### config.mk
export PLATFORM = sky130hd
export DESIGN_NAME = dls_ctrl
export DESIGN_NICKNAME = d
export VERILOG_FILES = /design/src/dls_pkg.sv /design/src/dls_ctrl.sv
export SDC_FILE = /design/constraint.sdc
export NUM_CORES = 1
export LEC_CHECK = 0
export ABC_AREA = 1
export BUFFER_PORTS_ARGS = -buffer_cell sky130_fd_sc_hd__buf_4
export CAP_MARGIN = 20
export CORE_ASPECT_RATIO = 0.75
export CORE_MARGIN = 2
export CORE_UTILIZATION = 40
export CTS_CLUSTER_SIZE = 40
export DETAILED_ROUTE_END_ITERATION = 10
export GPL_TIMING_DRIVEN = 0
export PLACE_DENSITY = 0.77
export SYNTH_ARGS = -nofsm -noshare
export SYNTH_HDL_FRONTEND = slang
export SYNTH_SLANG_ARGS = --single-unit
export TNS_END_PERCENT = 50
### constraint.sdc
create_clock -name clk -period 4.4 [get_ports clk]
set_clock_uncertainty 0.15 [all_clocks]
set_input_delay 0.88 -clock clk [delete_from_list [all_inputs] [get_ports clk]]
set_output_delay 0.88 -clock clk [all_outputs]
set_load 0.03 [all_outputs]
### src/dls_pkg.sv
// Shared types, constants and the activation table builder for the dense layer.
// No dependencies; every other file but dls_ram refers to this package by scoped names.

package dls_pkg;

  // Default sizes handed to the top level parameters
  localparam int MAX_INPUTS_DEF  = 64;
  localparam int MAX_NEURONS_DEF = 32;

  // Activation table: entry i samples x = -8 + 16*i/TABLE_ENTRIES
  localparam int TABLE_ENTRIES = 256;
  localparam int TIDX_W        = $clog2(TABLE_ENTRIES);

  // Payload widths of the two channels
  localparam int FUNC_W   = 2;
  localparam int NIDX_W   = 5;
  localparam int IIDX_W   = 6;
  localparam int VALUE_W  = 16;
  localparam int ACT_W    = 16;
  localparam int FRAC_W   = 12;

  // Configuration register fields
  localparam int CFG_INPUTS_W  = 7;
  localparam int CFG_NEURONS_W = 6;
  localparam int APB_ADDR_W    = 3;
  localparam int APB_DATA_W    = 32;

  localparam logic REG_ACTIVE_INPUTS  = 1'b0;
  localparam logic REG_ACTIVE_NEURONS = 1'b1;

  typedef enum logic [FUNC_W-1:0] {
    FUNC_WEIGHT = 2'd0,
    FUNC_BIAS   = 2'd1,
    FUNC_INPUT  = 2'd2
  } func_t;

  typedef enum logic [2:0] {
    ST_IDLE,
    ST_BIAS,
    ST_MAC,
    ST_DRAIN_A,
    ST_DRAIN_B,
    ST_ROUND,
    ST_EMIT
  } state_t;

  // Controller to datapath
  typedef struct packed {
    logic accept_en;
    logic bias_rd;
    logic mac_rd;
    logic round;
    logic emit;
    logic last;
  } cmd_t;

  // Datapath to controller
  typedef struct packed {
    logic start;
    logic out_free;
  } status_t;

  localparam logic [63:0] Q31_ONE = 64'd1 << 31;

  // Elaboration-time builder for one table entry: e^-|x| by a truncated series
  // at |x|/256 squared eight times, then 1/(1+e^x) by shift-subtract division.
  function automatic logic [ACT_W-1:0] sig_entry(input int unsigned i);
    longint      scaled;
    logic        negx;
    logic [63:0] mag;
    logic [63:0] t;
    logic [63:0] u;
    logic [63:0] u2;
    logic [63:0] u3;
    logic [63:0] u4;
    logic [63:0] y;
    logic [63:0] num;
    logic [63:0] den;
    logic [63:0] rem;
    logic [63:0] quo;
    scaled = longint'(16 * i) - longint'(8 * TABLE_ENTRIES);
    negx   = scaled < 0;
    mag    = negx ? 64'(-scaled) : 64'(scaled);
    t      = (mag << 16) / TABLE_ENTRIES;
    u      = t << 7;
    u2     = (u * u) >> 31;
    u3     = (u2 * u) >> 31;
    u4     = (u3 * u) >> 31;
    y      = Q31_ONE + (u2 >> 1) + (u4 / 24) - u - (u3 / 6);
    for (int k = 0; k < 8; k++) begin
      y = (y * y + (64'd1 << 30)) >> 31;
    end
    num = negx ? Q31_ONE : y;
    den = Q31_ONE + y;
    rem = (num << 16) + (den >> 1);
    quo = 64'd0;
    for (int b = 17; b >= 0; b--) begin
      if (rem >= (den << b)) begin
        rem = rem - (den << b);
        quo = quo | (64'd1 << b);
      end
    end
    if (quo > 64'd65535) begin
      quo = 64'd65535;
    end
    return quo[ACT_W-1:0];
  endfunction

endpackage

### src/dls_ctrl.sv
// Sequencer for the dense layer: walks neurons and input columns, steers the datapath.
// Depends on dls_pkg for the state, command and status types.

module dls_ctrl #(
  parameter int MAX_INPUTS  = dls_pkg::MAX_INPUTS_DEF,
  parameter int MAX_NEURONS = dls_pkg::MAX_NEURONS_DEF,
  localparam int AI_W = $clog2(MAX_INPUTS + 1),
  localparam int AN_W = $clog2(MAX_NEURONS + 1),
  localparam int J_W  = $clog2(MAX_INPUTS),
  localparam int N_W  = MAX_NEURONS > 1 ? $clog2(MAX_NEURONS) : 1,
  localparam int WA_W = $clog2(MAX_NEURONS * MAX_INPUTS) > 0 ?
                        $clog2(MAX_NEURONS * MAX_INPUTS) : 1
) (
  input  logic                  clk,
  input  logic                  rst,
  input  dls_pkg::status_t      st,
  input  logic [AI_W-1:0]       active_inputs,
  input  logic [AN_W-1:0]       active_neurons,
  output dls_pkg::cmd_t         cmd,
  output logic [N_W-1:0]        neuron,
  output logic [J_W-1:0]        in_col,
  output logic [WA_W-1:0]       w_addr
);

  dls_pkg::state_t state;
  dls_pkg::state_t state_next;
  logic [WA_W-1:0] w_base;
  logic            col_last;
  logic            neuron_last;

  assign col_last    = AI_W'(in_col) == active_inputs - AI_W'(1);
  assign neuron_last = AN_W'(neuron) == active_neurons - AN_W'(1);
  assign w_addr      = w_base + WA_W'(in_col);

  always_comb begin
    state_next = state;
    case (state)
      dls_pkg::ST_IDLE: begin
        if (st.start) begin
          state_next = dls_pkg::ST_BIAS;
        end
      end
      dls_pkg::ST_BIAS:    state_next = dls_pkg::ST_MAC;
      dls_pkg::ST_MAC: begin
        if (col_last) begin
          state_next = dls_pkg::ST_DRAIN_A;
        end
      end
      dls_pkg::ST_DRAIN_A: state_next = dls_pkg::ST_DRAIN_B;
      dls_pkg::ST_DRAIN_B: state_next = dls_pkg::ST_ROUND;
      dls_pkg::ST_ROUND:   state_next = dls_pkg::ST_EMIT;
      dls_pkg::ST_EMIT: begin
        if (st.out_free) begin
          state_next = neuron_last ? dls_pkg::ST_IDLE : dls_pkg::ST_BIAS;
        end
      end
      default:             state_next = dls_pkg::ST_IDLE;
    endcase
  end

  always_comb begin
    cmd = '0;
    case (state)
      dls_pkg::ST_IDLE:  cmd.accept_en = 1'b1;
      dls_pkg::ST_BIAS:  cmd.bias_rd   = 1'b1;
      dls_pkg::ST_MAC:   cmd.mac_rd    = 1'b1;
      dls_pkg::ST_ROUND: cmd.round     = 1'b1;
      dls_pkg::ST_EMIT: begin
        cmd.emit = st.out_free;
        cmd.last = neuron_last;
      end
      default:           cmd = '0;
    endcase
  end

  always_ff @(posedge clk) begin
    if (rst) begin
      state <= dls_pkg::ST_IDLE;
    end else begin
      state <= state_next;
    end
  end

  always_ff @(posedge clk) begin
    if (rst) begin
      neuron <= '0;
      in_col <= '0;
      w_base <= '0;
    end else begin
      case (state)
        dls_pkg::ST_IDLE: begin
          neuron <= '0;
          in_col <= '0;
          w_base <= '0;
        end
        dls_pkg::ST_BIAS: in_col <= '0;
        dls_pkg::ST_MAC:  in_col <= in_col + J_W'(1);
        dls_pkg::ST_EMIT: begin
          // advance to the next weight row once this result is handed over
          if (st.out_free) begin
            neuron <= neuron + N_W'(1);
            w_base <= w_base + WA_W'(MAX_INPUTS);
          end
        end
        default: begin
          neuron <= neuron;
        end
      endcase
    end
  end

endmodule

# Word level (Yosys, flattened, before mapping)
# Cells that the tools add are included.
# totals
elab_cells,42
inputBits,17
output_inout_bits,28
ff_bits,25
# classes
add_sub_neg,6
muxes,15
n_eq_ne,11
n_reduce_logical,6
# ops
op,count
case mux 11 bit (2 select lines),1
case mux 3 bit (7 select lines),1
case mux 6 bit (2 select lines),1
adder 11 x 6 -> 11 bit,1
"adder 11 x 7 -> 11 bit, second input constant",1
two-way mux 11 bit,1
case mux 5 bit (2 select lines),1
"== test 3 bit, second input constant",3
two-way mux 3 bit,3
== test 6 x 7 -> 1 bit,1
"subtractor 7 x 1 -> 7 bit, second input constant",1
"adder 6 x 1 -> 6 bit, second input constant",1
"== test 3 x 2 -> 1 bit, second input constant",2
== test 5 x 6 -> 1 bit,1
"inequality test 2 bit, second input constant",3
"subtractor 6 x 1 -> 6 bit, second input constant",1
"adder 5 x 1 -> 5 bit, second input constant",1
two-way mux 1 bit,5
two-way mux 5 bit,1
nonzero test 2 bit,2
"== test 3 x 1 -> 1 bit, second input constant",1
logical NOT 3 bit,1
AND reduction 3 bit,1
two-way mux 2 bit,1
2 further kinds,2

# Longest topological paths before layout
# logic_depth
ltp_word,5
mapped_depth,14

# Worst setup path after synthesis
# Ideal clock, no wire load.
# synth_path
path_type,input to output
startpoint,input port active_neurons[0]
endpoint,output port cmd[0] (netlist name)
path_stages,7
arrival_time_ns,2.091
path_slack_ns,1.279
path_cell_list,inv_1 -> ha_1 -> xor2_1 -> o211ai_1 -> nor3_1 -> nand2_1 -> nor2_1
# synth_lines
item,line,source
from (decl),dls_ctrl.sv:18,"input logic [AN_W-1:0] active_neurons,"
to (decl),dls_ctrl.sv:19,"output dls_pkg::cmd_t cmd,"

==> results.txt <==
max-cap viol count: 0
wire per inst: 10.0 um
gate count of the mapped netlist: 229
Die X-Extent: 73.9 um
Syn Nets: 252
R2R cell count: 11
CTS Sinks: 19
CP arrival: 2150 ps
gr usage total: 16.6%
Mapped Area: 1460 um^2
HPWL after DPL: 2660 um
largest net degree at the start of global routing: 11
dpl cell area: 1850 um^2
CTS tree: done
root buf cell: clkbuf_8
Filler cells: 336
CP Capture Type: primary output
GRT overflow: 0
antenna fix cells: 0
grt met3 use: 3.59%
RSZ-0062 raised after global routing: false
DR iter-0 viols: 111
setup TNS: 0 ps
H-tree depth: 1
f_max: 0.314 GHz
clock-pin slew on the worst setup and hold paths: 70 ps
Starting Density: 43.0%
critical path type: input pin to primary output
Worst EP required: 3370 ps
Inst Count DP: 322
DRT antenna net count: 0
Worst-Skew Late Latency: 260 ps
initial antenna violation count: 0
fin crit share: 72.3%
Max clock buf depth: 2
DR pass1 iterations: 4
Leak: 0.948 nW
DR vias: 1505
post_cts resized: 0
max-slew violation count: 0
hold slack final: 321 ps
FF+latch area: 380 um^2
CTS Buf Count: 3
I/O pins: 45
Worst VDD drop: 0.000186 V
crit path time final: 3180 ps
DRC Markers: 0
Post-Layout Inst Area: 1890 um^2
PortBufs: 43
Yosys cell types: 31
gr busiest metal: met1
nets@finish: 300
vias per cell: 4.62
drt total wl: 3270 um
vias in the first global route: 1283
utilization after layout: 55.7%
die area: 4160 um^2
core area: 3400 um^2
final hold vios: 0
final setup vio count: 0
die span in y: 56.4 um
footprint of the multi-input gates: 913 um^2
dpl ws: 1240 ps
Startpoint Class: input pin
Final WS setup: 1220 ps
postcts setup bufs: 0
outcome: complete, no violations
CTS Hold Bufs: 0
Syn Area/Cell: 6.39 um^2
CP max FO: 3
first-pass GRT wire length: 5570 um
met1 Use GR: 25.1%
share of cells above drive strength 1: 21.7%
GPL Wtd Cong: 0.863
Hold Path Class: register to register
hold depth: 2
Ys Warns: 0
non-filler cells in the finished layout: 326
Synth Register Bits: 19
Rows: 18
power per cell area: 359 nW/um^2
sequential element share of the synthesized area: 26.0%
met2 global-route usage: 23.9%
Syn-to-layout area delta: 29.4%
total power: 0.681 mW
==> logic make-up after synthesis <==
group | share of synthesized area [%]
fa+ha+maj | 5.13
other cells | 0.256
simple gates | 36.5
compound gates | 12.4
xor+xnor | 8.12
buf+inv | 11.6
flops | 26.0
==> synth_stat cells (all sizes together) <==
cell / number / area (um^2)
or2: 2 / 12.5
xnor3: 1 / 22.5
nand2: 64 / 270
inv: 35 / 131
conb: 1 / 3.75
dfxtp: 19 / 380
nand3: 12 / 60.1
nor3: 7 / 35.0
xor2: 8 / 70.1
clkbuf: 5 / 18.8
o21a: 1 / 7.51
a221oi: 1 / 8.76
a211oi: 2 / 15.0
a21oi: 17 / 92.6
o211ai: 1 / 7.51
xnor2: 3 / 26.3
nand4: 1 / 6.26
o21ai: 6 / 30.0
o211a: 2 / 20.0
buf: 3 / 20.0
nor4: 1 / 6.26
ha: 6 / 75.1
nand3b: 2 / 15.0
and3: 1 / 6.26
nor2: 28 / 123
==> layout by cell type, fill, tap and decap left out, types with 3 or more instances in the layout <==
cell | Yosys | layout
xnor2_1 | 3 | 3
ha_1 | 6 | 6
nor2_1 | 25 | 25
dfxtp_1 | 19 | 19
buf_4 | 2 | 45
inv_1 | 35 | 35
nor3_1 | 7 | 7
nand3_1 | 12 | 12
clkbuf_1 | 5 | 6
nand2_2 | 3 | 3
clkbuf_8 | 0 | 3
nand2_4 | 3 | 3
nand2_1 | 58 | 58
o21ai_0 | 6 | 6
a21oi_1 | 15 | 15
xor2_1 | 8 | 8
==> flip-flops by register name, summed over array words and instances (netlist names) <==
register  flops
in_col        6
neuron        5
w_base        5
state         3
==> critical path, cell delays in order <==
cell      delay, ps
buf_4            90
inv_1            50
ha_1            310
xor2_1          140
o211ai_1        100
nor3_1          210
nand2_1         100
nor2_1          100
buf_4           170
==> per-layer routing <==
layer,vias to the layer above,share of wire [%],routed length [um]
met5,-,0,0
met4,0,0.82,27
met2,34,41,1330
met1,650,53,1740
li1,819,-,-
met3,2,5.4,176
==> power by group <==
part / switching, mW / internal [mW]
clock: 0.0573 / 0.0644
combinational: 0.206 / 0.124
sequential: 0.0337 / 0.196
==> final timing paths <==
kind	to	slack, ps	start
hold / removal	w_base[10]$_SDFFE_PP0P_	320	w_base[10]$_SDFFE_PP0P_
setup reg to reg	state[1]$_SDFFE_PP0P_	2850	in_col[0]$_SDFFE_PP0P_
hold reg to reg	w_base[10]$_SDFFE_PP0P_	320	w_base[10]$_SDFFE_PP0P_
setup / recovery	cmd[0]	1220	active_neurons[0]
==> layout make-up <==
class,count,share of cell area [%]
multi-input cells,167,48.2
flip-flops and latches,19,20.1
repair buffers,43,17.0
inverters,35,6.94
well taps,50,3.30
clock buffers,4,2.38
plain buffers,8,2.05
Power figures use the tool's default switching activity.
